<file path="src/hw/rtl/ensr_pkg.sv">
// Shared types and constants for the encoder speed unit.
// No dependencies; every other file refers to it by scoped names.
package ensr_pkg;

  // Field and register widths
  localparam int PPR_W       = 16;
  localparam int PERIOD_W    = 16;
  localparam int CNT_W       = 16;
  localparam int TIME_W      = 32;
  localparam int SPEED_W     = 32;
  localparam int SCALE_W     = 16;
  localparam int DIVISOR_W   = PPR_W + TIME_W;
  localparam int CFG_DATA_W  = 32;
  localparam int CFG_ADDR_W  = 3;

  // Counts per revolution to RPM with millisecond time
  localparam logic [SCALE_W-1:0] RPM_SCALE = 16'd60000;

  // Command codes carried in tuser
  localparam logic CMD_MEASURE = 1'b0;
  localparam logic CMD_REBASE  = 1'b1;

  // Register index, taken from address bit 2
  localparam logic REG_PPR    = 1'b0;
  localparam logic REG_PERIOD = 1'b1;

  localparam logic [PERIOD_W-1:0] PERIOD_RESET = '1;

  // Sequencer states
  typedef enum logic [1:0] {
    ST_IDLE,
    ST_MUL,
    ST_DIV,
    ST_LOAD
  } state_t;

  // Status of a serial arithmetic unit
  typedef struct packed {
    logic busy;
    logic done;
  } unit_stat_t;

endpackage

</file>
<file path="src/hw/rtl/ensr_cfg.sv">
// Configuration register file behind an APB-style port.
// Depends on ensr_pkg for widths, register indexes and reset values.
module ensr_cfg (
  input  logic                              clk,
  input  logic                              rst_n,
  input  logic                              psel,
  input  logic                              penable,
  input  logic                              pwrite,
  input  logic [ensr_pkg::CFG_ADDR_W-1:0]   paddr,
  input  logic [ensr_pkg::CFG_DATA_W-1:0]   pwdata,
  output logic [ensr_pkg::CFG_DATA_W-1:0]   prdata,
  output logic                              pready,
  output logic [ensr_pkg::PPR_W-1:0]        ppr,
  output logic [ensr_pkg::PERIOD_W-1:0]     period
);

  logic [ensr_pkg::PPR_W-1:0]    ppr_r;
  logic [ensr_pkg::PERIOD_W-1:0] period_r;
  logic                          wr_en;

  assign pready = 1'b1;
  assign wr_en  = psel && penable && pwrite;

  // Write the addressed register on the access cycle
  always_ff @(posedge clk) begin
    if (!rst_n) begin
      ppr_r    <= '0;
      period_r <= ensr_pkg::PERIOD_RESET;
    end else if (wr_en) begin
      unique case (paddr[2])
        ensr_pkg::REG_PPR:    ppr_r    <= pwdata[ensr_pkg::PPR_W-1:0];
        ensr_pkg::REG_PERIOD: period_r <= pwdata[ensr_pkg::PERIOD_W-1:0];
        default: ;
      endcase
    end
  end

  // Read back the addressed register
  always_comb begin
    prdata = '0;
    unique case (paddr[2])
      ensr_pkg::REG_PPR:    prdata[ensr_pkg::PPR_W-1:0]    = ppr_r;
      ensr_pkg::REG_PERIOD: prdata[ensr_pkg::PERIOD_W-1:0] = period_r;
      default: ;
    endcase
  end

  assign ppr    = ppr_r;
  assign period = period_r;

endmodule

</file>
<file path="src/hw/rtl/ensr_mul.sv">
// Bit-serial shift-and-add multiplier: counts per revolution times elapsed time.
// Depends on ensr_pkg; one multiplier bit per cycle.
module ensr_mul (
  input  logic                             clk,
  input  logic                             rst_n,
  input  logic                             start,
  input  logic [ensr_pkg::PPR_W-1:0]       mplier,
  input  logic [ensr_pkg::TIME_W-1:0]      mcand,
  output logic [ensr_pkg::DIVISOR_W-1:0]   product,
  output ensr_pkg::unit_stat_t             stat
);

  localparam int STEP_W = $clog2(ensr_pkg::PPR_W + 1);
  localparam logic [STEP_W-1:0] STEPS    = STEP_W'(ensr_pkg::PPR_W);
  localparam logic [STEP_W-1:0] LAST_ONE = STEP_W'(1);

  logic [ensr_pkg::DIVISOR_W-1:0] acc_r, acc_nxt;
  logic [ensr_pkg::DIVISOR_W-1:0] mcand_r;
  logic [ensr_pkg::PPR_W-1:0]     mplier_r;
  logic [STEP_W-1:0]              step_r;
  logic                           done_r;
  logic                           busy;

  assign busy = (step_r != '0);

  // Add the shifted multiplicand when the current multiplier bit is set
  always_comb begin
    acc_nxt = acc_r;
    if (mplier_r[0]) begin
      acc_nxt = acc_r + mcand_r;
    end
  end

  // Step counter and completion flag
  always_ff @(posedge clk) begin
    if (!rst_n) begin
      step_r <= '0;
      done_r <= 1'b0;
    end else begin
      done_r <= busy && (step_r == LAST_ONE);
      if (start) begin
        step_r <= STEPS;
      end else if (busy) begin
        step_r <= step_r - LAST_ONE;
      end
    end
  end

  // Shift the operands one bit per step
  always_ff @(posedge clk) begin
    if (start) begin
      acc_r    <= '0;
      mcand_r  <= {{ensr_pkg::PPR_W{1'b0}}, mcand};
      mplier_r <= mplier;
    end else if (busy) begin
      acc_r    <= acc_nxt;
      mcand_r  <= {mcand_r[ensr_pkg::DIVISOR_W-2:0], 1'b0};
      mplier_r <= {1'b0, mplier_r[ensr_pkg::PPR_W-1:1]};
    end
  end

  assign product   = acc_r;
  assign stat.busy = busy;
  assign stat.done = done_r;

endmodule

</file>
<file path="src/hw/rtl/ensr_div.sv">
// Restoring divider, one quotient bit per cycle.
// Depends on ensr_pkg for the status struct.
module ensr_div #(
  parameter int NUM_W = 32,
  parameter int DEN_W = 48
) (
  input  logic                 clk,
  input  logic                 rst_n,
  input  logic                 start,
  input  logic [NUM_W-1:0]     numer,
  input  logic [DEN_W-1:0]     denom,
  output logic [NUM_W-1:0]     quotient,
  output ensr_pkg::unit_stat_t stat
);

  localparam int STEP_W = $clog2(NUM_W + 1);
  localparam logic [STEP_W-1:0] STEPS    = STEP_W'(NUM_W);
  localparam logic [STEP_W-1:0] LAST_ONE = STEP_W'(1);

  logic [DEN_W-1:0]   rem_r, rem_nxt;
  logic [NUM_W-1:0]   quo_r, quo_nxt;
  logic [DEN_W-1:0]   den_r;
  logic [STEP_W-1:0]  step_r;
  logic               done_r;
  logic               busy;
  logic [DEN_W:0]     shifted;
  logic [DEN_W+1:0]   trial;
  logic               fits;

  assign busy = (step_r != '0);

  // Bring down the next dividend bit and try the subtraction
  always_comb begin
    shifted = {rem_r, quo_r[NUM_W-1]};
    trial   = {1'b0, shifted} - {2'b00, den_r};
    fits    = !trial[DEN_W+1];
    rem_nxt = fits ? trial[DEN_W-1:0] : shifted[DEN_W-1:0];
    quo_nxt = {quo_r[NUM_W-2:0], fits};
  end

  // Step counter and completion flag
  always_ff @(posedge clk) begin
    if (!rst_n) begin
      step_r <= '0;
      done_r <= 1'b0;
    end else begin
      done_r <= busy && (step_r == LAST_ONE);
      if (start) begin
        step_r <= STEPS;
      end else if (busy) begin
        step_r <= step_r - LAST_ONE;
      end
    end
  end

  // Dividend shifts out of the top as quotient bits shift in at the bottom
  always_ff @(posedge clk) begin
    if (start) begin
      rem_r <= '0;
      quo_r <= numer;
      den_r <= denom;
    end else if (busy) begin
      rem_r <= rem_nxt;
      quo_r <= quo_nxt;
    end
  end

  assign quotient  = quo_r;
  assign stat.busy = busy;
  assign stat.done = done_r;

endmodule

</file>
<file path="src/hw/rtl/encoder_speed_rpm_unit.sv">
// Encoder speed unit: encoder count and millisecond timestamp in, RPM out.
// Depends on ensr_pkg, ensr_cfg, ensr_mul and ensr_div.
//
// Input stream: in_tuser is the command (measure or rebase), in_tdata holds
// the counter sample and the timestamp. Output stream: one speed item per
// input item, in order. Registers pulses_per_rev (0x0) and counter_period
// (0x4) are written over the cfg_ APB port; the user must write them only
// while the unit is idle, as the unit itself does not enforce this.
// A rebase item, a measure with pulses_per_rev zero or with no elapsed time
// gives 0 and passes from idle straight to the load state, then to the output.
// A measure item runs a 16-step serial multiplier (pulses times elapsed
// time) and then a (COUNT_BITS + 16)-step restoring divider, and its result
// passes through the load state into the output register; the unit takes
// the next item once it is back in idle.
// One item is in work at a time; in_tready is high only when idle.
// The output register holds one finished item; the unit takes the next input
// while it waits. If the receiver still stalls when the next result is
// ready, that result waits inside and in_tready stays low.
// Synchronous reset clears the stored sample to count 0 at time 0, sets
// pulses_per_rev to 0 and counter_period to 65535, and empties the output.
module encoder_speed_rpm_unit #(
  parameter int COUNT_BITS = 16
) (
  input  logic                              clk,
  input  logic                              rst_n,
  // Input channel
  input  logic                              in_tvalid,
  output logic                              in_tready,
  input  logic [47:0]                       in_tdata,  // [15:0] count_sample, [47:16] time_ms
  input  logic                              in_tuser,  // [0] cmd
  // Result channel
  output logic                              out_tvalid,
  input  logic                              out_tready,
  output logic [31:0]                       out_tdata, // [31:0] speed_rpm
  // Configuration port
  input  logic                              cfg_psel,
  input  logic                              cfg_penable,
  input  logic                              cfg_pwrite,
  input  logic [ensr_pkg::CFG_ADDR_W-1:0]   cfg_paddr,
  input  logic [ensr_pkg::CFG_DATA_W-1:0]   cfg_pwdata,
  output logic [ensr_pkg::CFG_DATA_W-1:0]   cfg_prdata,
  output logic                              cfg_pready
);

  localparam int NUM_W = COUNT_BITS + ensr_pkg::SCALE_W;

  ensr_pkg::state_t state_r, state_nxt;

  logic [ensr_pkg::PPR_W-1:0]     ppr;
  logic [ensr_pkg::PERIOD_W-1:0]  period;

  logic [COUNT_BITS-1:0]          prev_count_r;
  logic [ensr_pkg::TIME_W-1:0]    prev_time_r;
  logic [COUNT_BITS-1:0]          delta_r;
  logic [ensr_pkg::SPEED_W-1:0]   res_r;
  logic                           out_valid_r;
  logic [ensr_pkg::SPEED_W-1:0]   out_data_r;

  logic                           accept;
  logic                           cmd;
  logic [ensr_pkg::TIME_W-1:0]    now_time;
  logic [COUNT_BITS+ensr_pkg::CNT_W-1:0] cnt_ext;
  logic [COUNT_BITS-1:0]          now_cnt;
  logic [ensr_pkg::TIME_W-1:0]    dt;
  logic [ensr_pkg::PERIOD_W:0]    wrap17;
  logic [COUNT_BITS+ensr_pkg::PERIOD_W:0] wrap_ext;
  logic [COUNT_BITS-1:0]          wrap_c;
  logic [COUNT_BITS-1:0]          delta_c;
  logic                           quick;
  logic [NUM_W-1:0]               numer;
  logic [NUM_W+ensr_pkg::SPEED_W-1:0] quo_ext;

  logic                           out_free;
  logic                           ready_c;
  logic                           mul_start;
  logic                           div_start;
  logic                           div_take;
  logic                           out_load;

  logic [ensr_pkg::DIVISOR_W-1:0] product;
  logic [NUM_W-1:0]               quotient;
  ensr_pkg::unit_stat_t           mul_stat;
  ensr_pkg::unit_stat_t           div_stat;

  // Configuration registers
  ensr_cfg u_cfg (
    .clk     (clk),
    .rst_n   (rst_n),
    .psel    (cfg_psel),
    .penable (cfg_penable),
    .pwrite  (cfg_pwrite),
    .paddr   (cfg_paddr),
    .pwdata  (cfg_pwdata),
    .prdata  (cfg_prdata),
    .pready  (cfg_pready),
    .ppr     (ppr),
    .period  (period)
  );

  // Unpack the item and form elapsed time and count change
  always_comb begin
    cmd      = in_tuser;
    now_time = in_tdata[47:16];
    cnt_ext  = {{COUNT_BITS{1'b0}}, in_tdata[ensr_pkg::CNT_W-1:0]};
    now_cnt  = cnt_ext[COUNT_BITS-1:0];
    dt       = now_time - prev_time_r;
    wrap17   = {1'b0, period} + {{ensr_pkg::PERIOD_W{1'b0}}, 1'b1};
    wrap_ext = {{COUNT_BITS{1'b0}}, wrap17};
    wrap_c   = wrap_ext[COUNT_BITS-1:0];
    if (now_cnt >= prev_count_r) begin
      delta_c = now_cnt - prev_count_r;
    end else begin
      delta_c = wrap_c - prev_count_r + now_cnt;
    end
    quick = (cmd == ensr_pkg::CMD_REBASE) || (ppr == '0) || (dt == '0);
  end

  assign accept   = in_tvalid && ready_c;
  assign out_free = !out_valid_r || out_tready;

  // Scale the count change by 60000 ms per minute
  assign numer   = {{ensr_pkg::SCALE_W{1'b0}}, delta_r}
                 * {{COUNT_BITS{1'b0}}, ensr_pkg::RPM_SCALE};
  assign quo_ext = {{ensr_pkg::SPEED_W{1'b0}}, quotient};

  // Sequencer: next state
  always_comb begin
    state_nxt = state_r;
    unique case (state_r)
      ensr_pkg::ST_IDLE: begin
        if (accept) begin
          state_nxt = quick ? ensr_pkg::ST_LOAD : ensr_pkg::ST_MUL;
        end
      end
      ensr_pkg::ST_MUL: begin
        if (mul_stat.done) state_nxt = ensr_pkg::ST_DIV;
      end
      ensr_pkg::ST_DIV: begin
        if (div_stat.done) state_nxt = ensr_pkg::ST_LOAD;
      end
      ensr_pkg::ST_LOAD: begin
        if (out_free) state_nxt = ensr_pkg::ST_IDLE;
      end
      default: state_nxt = ensr_pkg::ST_IDLE;
    endcase
  end

  // Sequencer: outputs
  always_comb begin
    ready_c   = 1'b0;
    div_start = 1'b0;
    div_take  = 1'b0;
    out_load  = 1'b0;
    unique case (state_r)
      ensr_pkg::ST_IDLE: ready_c   = 1'b1;
      ensr_pkg::ST_MUL:  div_start = mul_stat.done;
      ensr_pkg::ST_DIV:  div_take  = div_stat.done;
      ensr_pkg::ST_LOAD: out_load  = out_free;
      default: ;
    endcase
  end

  assign mul_start = accept && !quick;

  always_ff @(posedge clk) begin
    if (!rst_n) begin
      state_r <= ensr_pkg::ST_IDLE;
    end else begin
      state_r <= state_nxt;
    end
  end

  // Stored sample: rebase zeroes the count, a measure stores unless ppr is zero
  always_ff @(posedge clk) begin
    if (!rst_n) begin
      prev_count_r <= '0;
      prev_time_r  <= '0;
    end else if (accept) begin
      if (cmd == ensr_pkg::CMD_REBASE) begin
        prev_count_r <= '0;
        prev_time_r  <= now_time;
      end else if (ppr != '0) begin
        prev_count_r <= now_cnt;
        prev_time_r  <= now_time;
      end
    end
  end

  // Hold the count change and the pending result
  always_ff @(posedge clk) begin
    if (accept) begin
      delta_r <= delta_c;
      res_r   <= '0;
    end else if (div_take) begin
      res_r   <= quo_ext[ensr_pkg::SPEED_W-1:0];
    end
  end

  ensr_mul u_mul (
    .clk     (clk),
    .rst_n   (rst_n),
    .start   (mul_start),
    .mplier  (ppr),
    .mcand   (dt),
    .product (product),
    .stat    (mul_stat)
  );

  ensr_div #(
    .NUM_W (NUM_W),
    .DEN_W (ensr_pkg::DIVISOR_W)
  ) u_div (
    .clk      (clk),
    .rst_n    (rst_n),
    .start    (div_start),
    .numer    (numer),
    .denom    (product),
    .quotient (quotient),
    .stat     (div_stat)
  );

  // Output register: load a finished item, drop it once taken
  always_ff @(posedge clk) begin
    if (!rst_n) begin
      out_valid_r <= 1'b0;
    end else if (out_load) begin
      out_valid_r <= 1'b1;
    end else if (out_tready) begin
      out_valid_r <= 1'b0;
    end
  end

  always_ff @(posedge clk) begin
    if (out_load) begin
      out_data_r <= res_r;
    end
  end

  assign in_tready  = ready_c;
  assign out_tvalid = out_valid_r;
  assign out_tdata  = out_data_r;

  // Arithmetic units stay quiet while the sequencer waits for an item
  a_idle_units_quiet : assert property (@(posedge clk) disable iff (!rst_n)
    (state_r == ensr_pkg::ST_IDLE) |-> (!mul_stat.busy && !div_stat.busy))
    else $error("arithmetic unit busy while idle");

  // Divider completion only while the sequencer waits for it
  a_div_done_in_div : assert property (@(posedge clk) disable iff (!rst_n)
    div_stat.done |-> (state_r == ensr_pkg::ST_DIV))
    else $error("divider finished outside the divide state");

  // Only one item in work at a time
  a_one_in_flight : assert property (@(posedge clk) disable iff (!rst_n)
    (in_tvalid && in_tready) |=> !in_tready)
    else $error("item accepted while another is in work");

  // A measure with zero pulses per revolution yields zero at once
  a_zero_ppr_result : assert property (@(posedge clk) disable iff (!rst_n)
    (in_tvalid && in_tready && (in_tuser == ensr_pkg::CMD_MEASURE) && (ppr == '0))
    |=> ((state_r == ensr_pkg::ST_LOAD) && (res_r == '0)))
    else $error("zero pulses per revolution did not give zero");

endmodule
</file>
<file path="config.mk">
export PLATFORM = sky130hd
export DESIGN_NAME = encoder_speed_rpm_unit
export DESIGN_NICKNAME = d
export VERILOG_FILES = /design/src/hw/rtl/ensr_pkg.sv /design/src/hw/rtl/ensr_cfg.sv /design/src/hw/rtl/ensr_mul.sv /design/src/hw/rtl/ensr_div.sv /design/src/hw/rtl/encoder_speed_rpm_unit.sv
export SDC_FILE = /design/constraint.sdc
export NUM_CORES = 1
export LEC_CHECK = 0
export ABC_AREA = 0
export BUFFER_PORTS_ARGS = -buffer_cell sky130_fd_sc_hd__buf_4
export CAP_MARGIN = 20
export CORE_MARGIN = 1
export CORE_UTILIZATION = 50
export CTS_CLUSTER_DIAMETER = 40
export CTS_CLUSTER_SIZE = 28
export DETAILED_ROUTE_END_ITERATION = 7
export HOLD_SLACK_MARGIN = 0.15
export PLACE_DENSITY = 0.67
export SYNTH_ARGS = -nofsm -noshare
export SYNTH_HDL_FRONTEND = slang
export SYNTH_SLANG_ARGS = --single-unit
</file>
<file path="constraint.sdc">
create_clock -name clk -period 8.3 [get_ports clk]
set_input_delay 0.83 -clock clk [delete_from_list [all_inputs] [get_ports clk]]
set_output_delay 0.83 -clock clk [all_outputs]
set_load 0.1 [all_outputs]
</file>
; Yosys cells after proc, flatten, opt, wreduce, memory -nomap -nowiden
; Index checks and enable logic that the tools add are counted.
[totals]
register_bits = 416
word_cells = 103
input_bits = 91
output_inout_bits = 67
[op_classes]
n_eq_ne = 9
multipliers = 1
addsub = 9
reduce_logical = 29
n_bitwise = 2
n_mux = 29
magnitude_cmp = 1
[ops]
columns = operator, n
row1 = $mux 32, 6
row2 = $mux 16, 5
row3 = $sub 49x48->50, 1
row4 = $add 48x48->48, 1
row5 = $mux 48, 1
row6 = $logic_not 32->1, 1
row7 = $pmux 16 s2, 1
row8 = $sub 16x16->16, 2
row9 = $sub 32x32->32, 1
row10 = $mul 16x11->27 const B, 1
row11 = $add 16x1->16 const B, 1
row12 = $add 16x16->16, 1
row13 = $ge 16x16->1, 1
row14 = $logic_not 16->1, 1
row15 = $reduce_bool 16->1, 1
row16 = $mux 6, 2
row17 = $mux 2, 5
row18 = $mux 5, 2
row19 = $pmux 2 s4, 1
row20 = $reduce_and 2->1, 4
row21 = $reduce_bool 2->1, 4
row22 = $eq 6x1->1 const B, 1
row23 = $logic_and 1x1->1, 6
row24 = $mux 1, 6
row25 = other kinds (15), 24

; Logic depth before layout (Yosys ltp)
; Gate-level depths: netlist of run 1.
[logic_depth]
depth_word = 6
ltp_mapped = 20
mapped_depth_nobuf = 20

; Modules after synthesis
; Synthesis of run 1 repeated with hierarchy kept, for this count alone.
[hier_totals]
cells_unflattened = 3220
area_unflattened_um2 = 29089.1
[modules_own_cells]
columns = module, seq_area_each_um2, instances, area_each_um2, cells_per_inst
row1 = encoder_speed_rpm_unit, 3103.0, 1, 11980.2, 1370
row2 = ensr_div, 3503.4, 1, 8236.6, 882
row3 = ensr_mul, 2842.7, 1, 7163.1, 790
row4 = ensr_cfg, 640.6, 1, 1709.1, 178

; Least setup slack after synthesis of run 1
; OpenSTA, ideal clock, no wires.
[synth_path]
path_type = register to register
startpoint = register delta_r[1]
endpoint = register u_div.quo_r[31] (netlist: u_div.quotient[31]) (data pin)
setup_slack_ns = 2.619
required_time_ns = 8.035
arrival_ns = 5.416
n_path_buf = 0
setup_time_ns = 0.265
stages_incl_launch_ff = 20
period_less_slack_ns = 5.681
cell_sequence = edfxtp_1 > inv_1 > fa_1 > inv_1 > fa_1 > fa_1 > inv_1 > fa_1 > fa_1 > inv_1 > ha_1 > a21o_1 > a41oi_1 > o21ai_1 > o41a_1 > a41o_1 > or4_1 > a31oi_1 > xnor2_1 > o21ai_1
[synth_via]
elab_chain_cells = 2
[synth_lines]
columns = item, line
row1 = "start, declared", encoder_speed_rpm_unit.sv:54  ; logic [COUNT_BITS-1:0] delta_r;
row2 = "start signal, assigned", encoder_speed_rpm_unit.sv:192  ; delta_r <= delta_c;
row3 = $mul 16x11->27, encoder_speed_rpm_unit.sv:123  ; * {{COUNT_BITS{1'b0}}, ensr_pkg::RPM_SCALE};
row4 = $mux 32, ensr_div.sv:58  ; if (start) begin
row5 = "end signal, assigned", ensr_div.sv:60  ; quo_r <= numer;
row6 = "end signal, assigned", ensr_div.sv:64  ; quo_r <= quo_nxt;
row7 = "end, declared", ensr_div.sv:21  ; logic [NUM_W-1:0] quo_r, quo_nxt;
; Every way passes these cells.
; A chain may end at the register's enable or synchronous reset.

; Worst setup path after layout of run 1
[layout_path]
startpoint = register delta_r[0]
endpoint = register u_div.quo_r[31] (netlist: u_div.quotient[31]) (data pin)
; The elaborated chain is that of the path after synthesis.

==> impl_results.md, run 1 <==
- PortBufs: around 120
- Nets: approximately 3,800
- Antenna viol nets, final: 0
- CTS root buf: clkbuf_16
- DRC Markers: 0
- Clk buf depth: 3
- Asr flop ratio synth: 0%
- Vias in the first global route: 22,130
- Pins Over Slew Limit: 0
- Slew HR: slightly above 30%
- HP Class: flop to flop
- Top Ports: 158
- Hold buffers post-CTS: 0
- Initial antenna violation count: 0
- Site Rows: 87
- Sink Count: 416
- Complex-gate fraction of the synthesized area: 19.39%
- Area of the multi-input gates: around 17,000 um^2
- Register area share after synthesis: 35.30%
- Setup CP Type: flop to flop
- First-iteration detailed-routing DRC count: 1,297
- Post-Synth XOR/XNOR Area: 4.373%
- Final Hold Fails: 0
- Initial Util: 50.53%
- Largest net degree at the start of global routing: 97
- Simple-Gate Fraction of Synth Area: ~16%
- Mux share of post-synthesis cell area: 2.041%
- Cell variety after synth: 84
- Clock-pin slew on the worst setup and hold paths: ~60 ps
- Die H: 240.5 um
- GRT Total Usage: 22.67%
- Final Skew: 42.46 ps
- Drt first pass iters: 5
- Minimum clock period: 6134 ps
- Post-Synth Adder-Cell Area: 16.45%
- Diodes inserted: 0
- Predominant post-synthesis flop cell: dfxtp_1
- Top cells by count, synth: nand2_1 (446), inv_1 (292), a21oi_1 (287)
- Placer Congestion: a little over 0.9
- FF/Latch Area: 10,040 um^2
- RSZ-0062 raised after global routing: no
- Full die area: 57,840 um^2
- Inserted Clock Buffers: 72
- Final worst path period share: 73.90%
- Critical Path End Type: flop
- FMAX: between 150 and 200 MHz
- H-Tree Depth: 3
- Area growth syn-to-layout: 14.41%
- Congestion Overflow GR: 0
- Routed vias: between 20,000 and 25,000
- Count leader, synth: nand2_1
- Worst setup SP type: flop
- Layout cells sized above 1: 10.39%
- Syn_area_per_cell: approximately 8.7 um^2
- Fill cells: 4,947
- Die span in x: 240.5 um
- Global-route wire length before repair: between 100,000 and 150,000 um
- Yosys top cell by area: edfxtp_1
- Critical Path RT: 8640 ps
- Flops & latches, synth: 416
- Synth top area share: 18.06%
- Ys Warns: 0
- Setup TNS: 0 ps
- Critical path arrival: 6470 ps
- Largest family of logic cells by synthesized area: compound AO/OA/AOI/OAI gates
- Status: completed
- DR vias/cell: 5.519
- Number of synthesized flops with an enable pin: between 150 and 200
- Worst skew pair latency: 610 ps
- Final Setup Violations: 0
- Max-Cap Viols: 0
- TritonCTS clock tree: done
- Mapped Area: 28,440 um^2
- Syn Inst Count: 3,255
- CTS resizes: 0
- DP HPWL: 48,320 um
- Number of post-CTS setup repair buffers: 0
- Slew of the pin with the lowest slew margin: ~1000 ps
- Core area: 56,280 um^2
- Total Routed Length: ~65,000 um
- Area contributors post-synth: edfxtp_1 (18%), dfxtp_1 (17%), ha_1 (11%), nand2_1 (5.9%), fa_1 (5.6%)
- CP max FO: 5
- WL/cell: around 16 um
==> sequential cells by signal, indices dropped and copies added, names as in the netlist, 32 cells and up <==
signal          count
u_mul.product      48
u_mul.mcand_r      48
out_tdata          32
u_div.quotient     32
u_div.rem_r        48
res_r              32
u_div.den_r        48
prev_time_r        32
==> critical path, stage by stage (launching register included) <==
cell and delay (ps):
edfxtp_1 540, ha_1 390, ha_1 280, inv_1 50
fa_1 480, fa_1 540, inv_1 50, fa_1 460
ha_1 370, a2111oi_0 400, o21ai_0 220, a41oi_1 400
o21ai_1 190, o41a_1 390, a41o_1 290, or4_1 400
a31oi_1 210, xnor2_1 140, o21ai_1 70
==> path summary, 6_finish.rpt <==
path / startpoint / to / slack [ps] / cells after the start
max: delta_r[0] / u_div.quotient[31] / 2170 / 18
min: res_r[2] / out_tdata[2] / 410 / 0
max reg2reg: delta_r[0] / u_div.quotient[31] / 2170 / 18
min reg2reg: res_r[2] / out_tdata[2] / 410 / 0
==> per-layer routing <==
layer	GRT usage [%]	share of wire [%]
met2	36.84	46
met3	3.444	4.6
met1	30.78	47
met5	0	0
met4	7.392	1.9
==> cells by family after synthesis <==
| group | after synthesis |
|---|---|
| AND/OR/NAND/NOR | 1009 |
| AO/OA/AOI/OAI | 866 |
| buffers and inverters | 441 |
| flip-flops | 416 |
| adder cells (fa/ha/maj) | 326 |
| XOR/XNOR | 142 |
| multiplexers | 53 |
| other | 2 |
==> layout make-up <==
type	count	share of cell area, %
Multi-Input combinational cell	2413	51.51
Sequential cell	416	30.86
Clock buffer	81	5.995
Timing Repair Buffer	143	3.619
Inverter	294	3.392
Tap cell	756	2.907
Clock inverter	51	1.723
==> layout by cell type (no fill, tap or decap), types with 11 or more instances in the layout <==
cell type,count
nand2_1,442
inv_1,292
a21oi_1,287
ha_1,246
dfxtp_1,245
nor2_1,208
edfxtp_1,171
o21ai_0,166
buf_4,135
xnor2_1,93
fa_1,80
clkbuf_16,76
a21o_1,72
nand3_1,62
nor3_1,60
xor2_1,49
nor2b_1,45
o211ai_1,41
a21boi_0,40
a211oi_1,35
nand2b_1,33
mux2_2,31
a31oi_1,29
o21a_1,27
and3_1,27
and2_1,21
o21bai_1,21
nand4_1,19
or3_1,19
a22oi_1,18
conb_1,17
nor4_1,15
mux2i_1,13
a211o_1,13
inv_6,13
o31ai_1,11
clkinv_4,11
==> through the flow <==
stage               utilization, %  std cells  hold WS (ps)  setup WS [ps]  instance area [um^2]
finish                       57.82       4154         407.4           2166                 32540
global route                 57.82       4154         420.7           1750                 32540
CTS                          57.60       4149         415.5           2172                 32410
detailed placement           53.14       4017         415.9           2184                 29900
global placement             53.06       4014         413.5           2252                 29860
floorplan                        -       3270         408.1           2619                 28500
Power of run 1 is not shown: default switching activity piles up to over one toggle a cycle in this logic, so the estimate is an artifact.
==> run 2, diff against run 1 <==
PLACE_DENSITY = 0.7   (was 0.67)
clock period = 5.4 ns   (was 8.3 ns; I/O delays follow)
==> run 2 against run 1 <==
Compared with the run above:
- critical path depth unchanged
- flip-flop and latch count unchanged
- sequential share of layout area decreased by 0.37 points
- worst setup slack got worse by 2200 ps
- critical endpoint unchanged
- largest cell class unchanged
==> impl_results.md, run 2 (synthesis gave the netlist of run 1 again) <==
- Layout cells sized above 1: 12.04% (was 10.39%)
- FMAX: 185.2 MHz (was 163.0 MHz)
- Top Ports: 158 (unchanged)
- Site Rows: 87 (unchanged)
- Slowest CP cell: fa_1 (was edfxtp_1)
- Diodes inserted: 0 (unchanged)
- Worst skew pair latency: 620 ps (was 610 ps)
- Max-Cap Viols: 0 (unchanged)
- Slew of the pin with the lowest slew margin: 1073 ps (was 1041 ps)
- Setup CP Type: flop to flop (unchanged)
- Clock-pin slew on the worst setup and hold paths: 60 ps (about the same)
- DP HPWL: 50,000 um (was 48,320 um)
- Minimum clock period: 5400 ps (was 6134 ps)
- Inserted Clock Buffers: 69 (was 72)
- Most numerous cell on the critical path: fa_1
- GRT Total Usage: 23.11% (was 22.67%)
- Critical Path Start: delta_r[2] (was delta_r[0])
- Critical Path End Type: flop (unchanged)
- Placer Congestion: 0.8855 (was 0.9123)
- TritonCTS clock tree: done (unchanged)
- CP max FO: 3 (was 5)
- Slowest stage delay, CP: 520 ps (was 540 ps)
- PortBufs: 122 (unchanged)
- Delay-heaviest family, CP: adder cells (unchanged)
- Die H: 240.5 um (unchanged)
- Area of the multi-input gates: 16,870 um^2 (was 16,760 um^2)
- Commonest non-fill, non-tap cell in the layout: nand2_1 (unchanged)
- Antenna viol nets, final: 0 (unchanged)
- Setup TNS: 0 ps (unchanged)
- FF-to-FF Start: delta_r[2] (was delta_r[0])
- H-Tree Depth: 3 (unchanged)
- Critical path arrival: 5740 ps (was 6470 ps)
- Worst path cell trace: buf_6 -> fa_1 -> fa_1 -> fa_1 -> inv_1 -> fa_1 -> fa_1 -> inv_1 -> ha_2 -> a21o_1 -> a41oi_2 -> o21ai_2 -> o41a_1 -> a41o_1 -> or4_1 -> a31oi_1 -> xnor2_1 -> o21ai_1 (was ha_1 -> ha_1 -> inv_1 -> fa_1 -> fa_1 -> inv_1 -> fa_1 -> ha_1 -> a2111oi_0 -> o21ai_0 -> a41oi_1 -> o21ai_1 -> o41a_1 -> a41o_1 -> or4_1 -> a31oi_1 -> xnor2_1 -> o21ai_1)
- Core area: 56,280 um^2 (unchanged)
- Final Skew: 38.05 ps (was 42.46 ps)
- WL/cell: 15.98 um (was 15.68 um)
- Congestion Overflow GR: 0 (unchanged)
- CTS root buf: clkbuf_16 (unchanged)
- Pins Over Slew Limit: 0 (unchanged)
- Area growth syn-to-layout: 15.82% (was 14.41%)
- Status: completed (unchanged)
- HP Class: primary input to flop (was flop to flop)
- Vias in the first global route: 22,180 (was 22,130)
- Worst setup SP type: flop (unchanged)
- Fill cells: 4,941 (was 4,947)
- Worst Reg-to-Reg Cells: 18 (unchanged)
- Full die area: 57,840 um^2 (unchanged)
- FF/Latch Area: 10,040 um^2 (unchanged)
- DR vias/cell: 5.578 (was 5.519)
- Critical R2R Capture: u_div.quotient[31] (unchanged)
- Worst path depth: 18 (unchanged)
- Commonest cells after routing, fill and taps aside: nand2_1 (443), a21oi_1 (285), inv_1 (284) (was nand2_1 (442), inv_1 (292), a21oi_1 (287))
- Sink Count: 416 (unchanged)
- Die span in x: 240.5 um (unchanged)
- Global-route wire length before repair: 109,400 um (was 108,100 um)
- RSZ-0062 raised after global routing: yes (was no)
- Routed vias: 23,400 (was 22,930)
- Initial antenna violation count: 0 (unchanged)
- DRC Markers: 0 (unchanged)
- Slew HR: 28.43% (was 30.57%)
- Largest net degree at the start of global routing: 77 (was 97)
- Final worst path period share: 100.0% (was 73.90%)
- Final Hold Fails: 0 (unchanged)
- Critical Path RT: 5740 ps (was 8640 ps)
- Drt first pass iters: 5 (unchanged)
- Critical Path End: u_div.quotient[31] (unchanged)
- Nets: 3,800 (was 3,757)
- Final Setup Violations: 0 (unchanged)
- Initial Util: 50.53% (unchanged)
- R2r setup slk: 0.2 ps (was 2170 ps)
- First-iteration detailed-routing DRC count: 1,295 (was 1,297)
- WP buf/inv: 3 (was 2)
- Clk buf depth: 3 (unchanged)
- Total Routed Length: 67,030 um (was 65,120 um)
## run 2: worst min-delay path by stage
stage	startpoint	to	slack [ps]	cells past startpoint
global placement	res_r[2]	out_tdata[2]	420	0
finish	cfg_pwdata[4]	u_cfg.period[4]	180	3
CTS	cfg_pwdata[3]	u_cfg.period[3]	150	3
detailed placement	res_r[14]	out_tdata[14]	420	0
floorplan	res_r[0]	out_tdata[0]	410	0
global route	cfg_pwdata[4]	u_cfg.period[4]	180	3
## run 2: repair_timing
| item | CTS | global route |
|---|---|---|
| pin swaps | 7 | 17 |
| setup endpoints to repair | 2 | 5 |
| resized for setup | 9 | 15 |
| hold buffers | 0 | 0 |
| setup buffers | 4 | 8 |
## run 2: metrics by stage
step                cell area, um^2  std cells  hold slack [ps]  util, %  setup WS [ps]
global route                  32940       4195            184.9    58.53         -155.3
finish                        32940       4195            179.0    58.53         0.1936
global placement              30210       4051            416.0    53.69         -15.69
detailed placement            30230       4052            417.8    53.71         -87.22
CTS                           32730       4183            153.0    58.16         -38.61
floorplan                     28530       3270            408.1        -          18.27
## run 2: layer usage
layer	global-route usage [%]	vias up	wire length [um]
met2	37.75	585	31170
li1	-	11670	-
met1	31.03	11030	30930
met5	0	-	0
met4	7.836	0	1579
met3	3.605	113	3358
## run 2: worst reg2reg max path: cells and delay by family (launching register included)
family          cells  cell delay, ps
fa+ha+maj           6            2620
compound gates      7            1320
flops               1             440
simple gates        1             400
buf+inv             3             240
xor+xnor            1             140
## run 2: final cells by class
class | instances | share of cell area (%)
well taps | 756 | 2.872
clock buffers | 81 | 5.793
multi-input cells | 2413 | 51.21
flip-flops and latches | 416 | 30.48
repair buffers | 189 | 4.650
clock inverters | 46 | 1.649
inverters | 294 | 3.350
Power of run 2 is left out for the same reason.
==> run 3, diff against run 2 <==
--- a/config.mk
+++ b/config.mk
@@ -8,3 +8,3 @@
 export ABC_AREA = 0
-export BUFFER_PORTS_ARGS = -buffer_cell sky130_fd_sc_hd__buf_4
+export BUFFER_PORTS_ARGS = -buffer_cell sky130_fd_sc_hd__buf_2
 export CAP_MARGIN = 20
@@ -12,2 +12,3 @@
 export CORE_UTILIZATION = 50
+export CTS_BUF_LIST = sky130_fd_sc_hd__clkbuf_16
 export CTS_CLUSTER_DIAMETER = 40
--- a/constraint.sdc
+++ b/constraint.sdc
@@ -3,2 +3,2 @@
 set_output_delay 0.54 -clock clk [all_outputs]
-set_load 0.1 [all_outputs]
+set_load 0.005 [all_outputs]
==> run 3 against run 2 <==
Compared with the run above:
- maximum frequency increased by 0.97%
- cell area decreased by 1.4%
- flip-flop and latch count unchanged
- critical path depth unchanged
- clock-buffer cell count decreased by 10
- highest routed layer is now met5
==> impl_results.md, run 3 (synthesis gave the netlist of run 1 again) <==
- Status: completed (unchanged)
- Worst Reg-to-Reg Cells: 18 (unchanged)
- Congestion Overflow GR: 0 (unchanged)
- Final worst path period share: 99.03% (was 100.0%)
- Sink Count: 416 (unchanged)
- Pins Over Slew Limit: 0 (unchanged)
- Routed vias: 22,960 (was 23,400)
- Critical path arrival: 5690 ps (was 5740 ps)
- Slew of the pin with the lowest slew margin: 1039 ps (was 1073 ps)
- Vias in the first global route: 21,410 (was 22,180)
- Layout cells sized above 1: 11.47% (was 12.04%)
- Full die area: 57,840 um^2 (unchanged)
- Commonest cells after routing, fill and taps aside: nand2_1 (442), inv_1 (292), a21oi_1 (287) (was nand2_1 (443), a21oi_1 (285), inv_1 (284))
- First-iteration detailed-routing DRC count: 1,415 (was 1,295)
- Most numerous cell on the critical path: fa_1 (unchanged)
- Commonest non-fill, non-tap cell in the layout: nand2_1 (unchanged)
- WHS: 181.7 ps (was 179.0 ps)
- H-Tree Depth: 3 (unchanged)
- Final Skew: 23.24 ps (was 38.05 ps)
- Final Setup Violations: 0 (unchanged)
- Met3 routed WL: 3021 um (was 3358 um)
- Die span in x: 240.5 um (unchanged)
- Setup TNS: 0 ps (unchanged)
- Fill cells: 5,088 (was 4,941)
- FMAX: 187.0 MHz (was 185.2 MHz)
- Die H: 240.5 um (unchanged)
- Critical R2R Capture: u_div.quotient[31] (unchanged)
- Setup CP Type: flop to flop (unchanged)
- Clock-pin slew on the worst setup and hold paths: 60 ps (about the same)
- Core area: 56,280 um^2 (unchanged)
- Slew HR: 30.72% (was 28.43%)
- R2r setup slk: 50 ps (was 0.2 ps)
- Critical Path End: u_div.quotient[31] (unchanged)
- Post-DP Area: 29,940 um^2 (was 30,230 um^2)
- Post-layout util: 57.69% (was 58.53%)
- PortBufs: 122 (unchanged)
- Final Hold Fails: 0 (unchanged)
- Worst skew pair latency: 610 ps (was 620 ps)
- Minimum clock period: 5348 ps (was 5400 ps)
- HP Class: primary input to flop (unchanged)
- Largest net degree at the start of global routing: 84 (was 77)
- Area growth syn-to-layout: 14.15% (was 15.82%)
- DR top layer: met5 (was met4)
- Slowest stage delay, CP: 540 ps (was 520 ps)
- FF-to-FF Start: delta_r[1] (was delta_r[2])
- Met1 WL: 31,400 um (was 30,930 um)
- WL/cell: 15.43 um (was 15.98 um)
- Total Routed Length: 64,700 um (was 67,030 um)
- TritonCTS clock tree: done (unchanged)
- DRC Markers: 0 (unchanged)
- Critical Path RT: 5740 ps (about the same)
- Critical Path Start: delta_r[1] (was delta_r[2])
- Initial Util: 50.53% (unchanged)
- Worst setup SP type: flop (unchanged)
- Antenna viol nets, final: 0 (unchanged)
- Cell area after layout: 32,460 um^2 (was 32,940 um^2)
- Area of the multi-input gates: 16,840 um^2 (was 16,870 um^2)
- Drt first pass iters: 6 (was 5)
- Global-route wire length before repair: 106,600 um (was 109,400 um)
- Max-Cap Viols: 0 (unchanged)
- Critical Path End Type: flop (unchanged)
- Site Rows: 87 (unchanged)
- GRT Total Usage: 22.49% (was 23.11%)
- Top Ports: 158 (unchanged)
- Inserted Clock Buffers: 69 (unchanged)
- FF/Latch Area: 10,040 um^2 (unchanged)
- RSZ-0062 raised after global routing: yes (unchanged)
- Nets: 3,795 (was 3,800)
- Slowest CP cell: fa_1 (unchanged)
- DP HPWL: 47,900 um (was 50,000 um)
- CP max FO: 4 (was 3)
- Met2 routed WL: 29,040 um (was 31,170 um)
- Initial antenna violation count: 3 (was 0)
- DR vias/cell: 5.476 (was 5.578)
- CTS root buf: clkbuf_16 (unchanged)
- Clk buf depth: 3 (unchanged)
- Worst path cell trace: ha_1 -> ha_1 -> inv_1 -> fa_1 -> fa_1 -> inv_1 -> fa_1 -> ha_4 -> a2111oi_2 -> o21ai_1 -> a41oi_2 -> o21ai_2 -> o41a_1 -> a41o_1 -> or4_1 -> a31oi_1 -> xnor2_1 -> o21ai_1 (was buf_6 -> fa_1 -> fa_1 -> fa_1 -> inv_1 -> fa_1 -> fa_1 -> inv_1 -> ha_2 -> a21o_1 -> a41oi_2 -> o21ai_2 -> o41a_1 -> a41o_1 -> or4_1 -> a31oi_1 -> xnor2_1 -> o21ai_1)
- Placer Congestion: 0.8897 (was 0.8855)
[run 3: changes by cell type in the layout (fill, tap and decap cells not counted), sizes merged]
| cell | change |
|---|---|
| inv | +8 |
| bufinv | -1 |
| clkinvlp | -1 |
| clkbuf | -10 |
| clkinv | +4 |
| diode | +2 |
| buf | -5 |
[run 3: layer usage]
layer	up-vias	global-route usage, %
li1	11670	-
met1	10740	31.56
met2	460	35.46
met3	83	4.018
met4	4	5.983
met5	-	0
[run 3: how the worst min path moves through the flow]
stage                       start         endpoint  slack [ps]  depth (start not counted)
finish              cfg_pwdata[6]  u_cfg.period[6]         180                          3
global placement         res_r[8]     out_tdata[8]         410                          0
global route        cfg_pwdata[7]  u_cfg.period[7]         170                          3
floorplan                res_r[0]     out_tdata[0]         410                          0
detailed placement      res_r[11]    out_tdata[11]         420                          0
CTS                 cfg_pwdata[6]  u_cfg.period[6]         160                          3
[run 3: worst max-delay path, delay by kind of cell, from the launching register on]
kind	cells	cell delay [ps]
adders and majority gates	6	2380
AOI/OAI and AO/OA	8	1610
DFF	1	460
and+or+nand+nor	1	400
xor gates and xnor gates	1	140
buffers and inverters	2	100
[run 3: what timing repair did]
action,in CTS,in global routing
pin swaps,9,6
buffers inserted,3,1
resized for setup,7,9
endpoints found under the setup margin,1,4
hold buffers,0,0
[run 3: per-stage QoR]
stage	instances	setup WS, ps
final	4192	52.23
after global routing	4191	-211.9
after CTS	4184	13.30
after detailed placement	4054	-86.47
after global placement	4052	-15.02
after floorplan	3270	18.27
[run 3: final cells by class]
class                      count  share of cell area (%)
multi-input combinational   2413                   51.87
sequential                   416                   30.92
clock buffer                  71                   5.473
timing repair buffer         184                   3.700
inverter                     294                   3.403
tap                          756                   2.914
clock inverter                56                   1.703
antenna                        2                 0.01542
Power of run 3 is left out for the same reason.
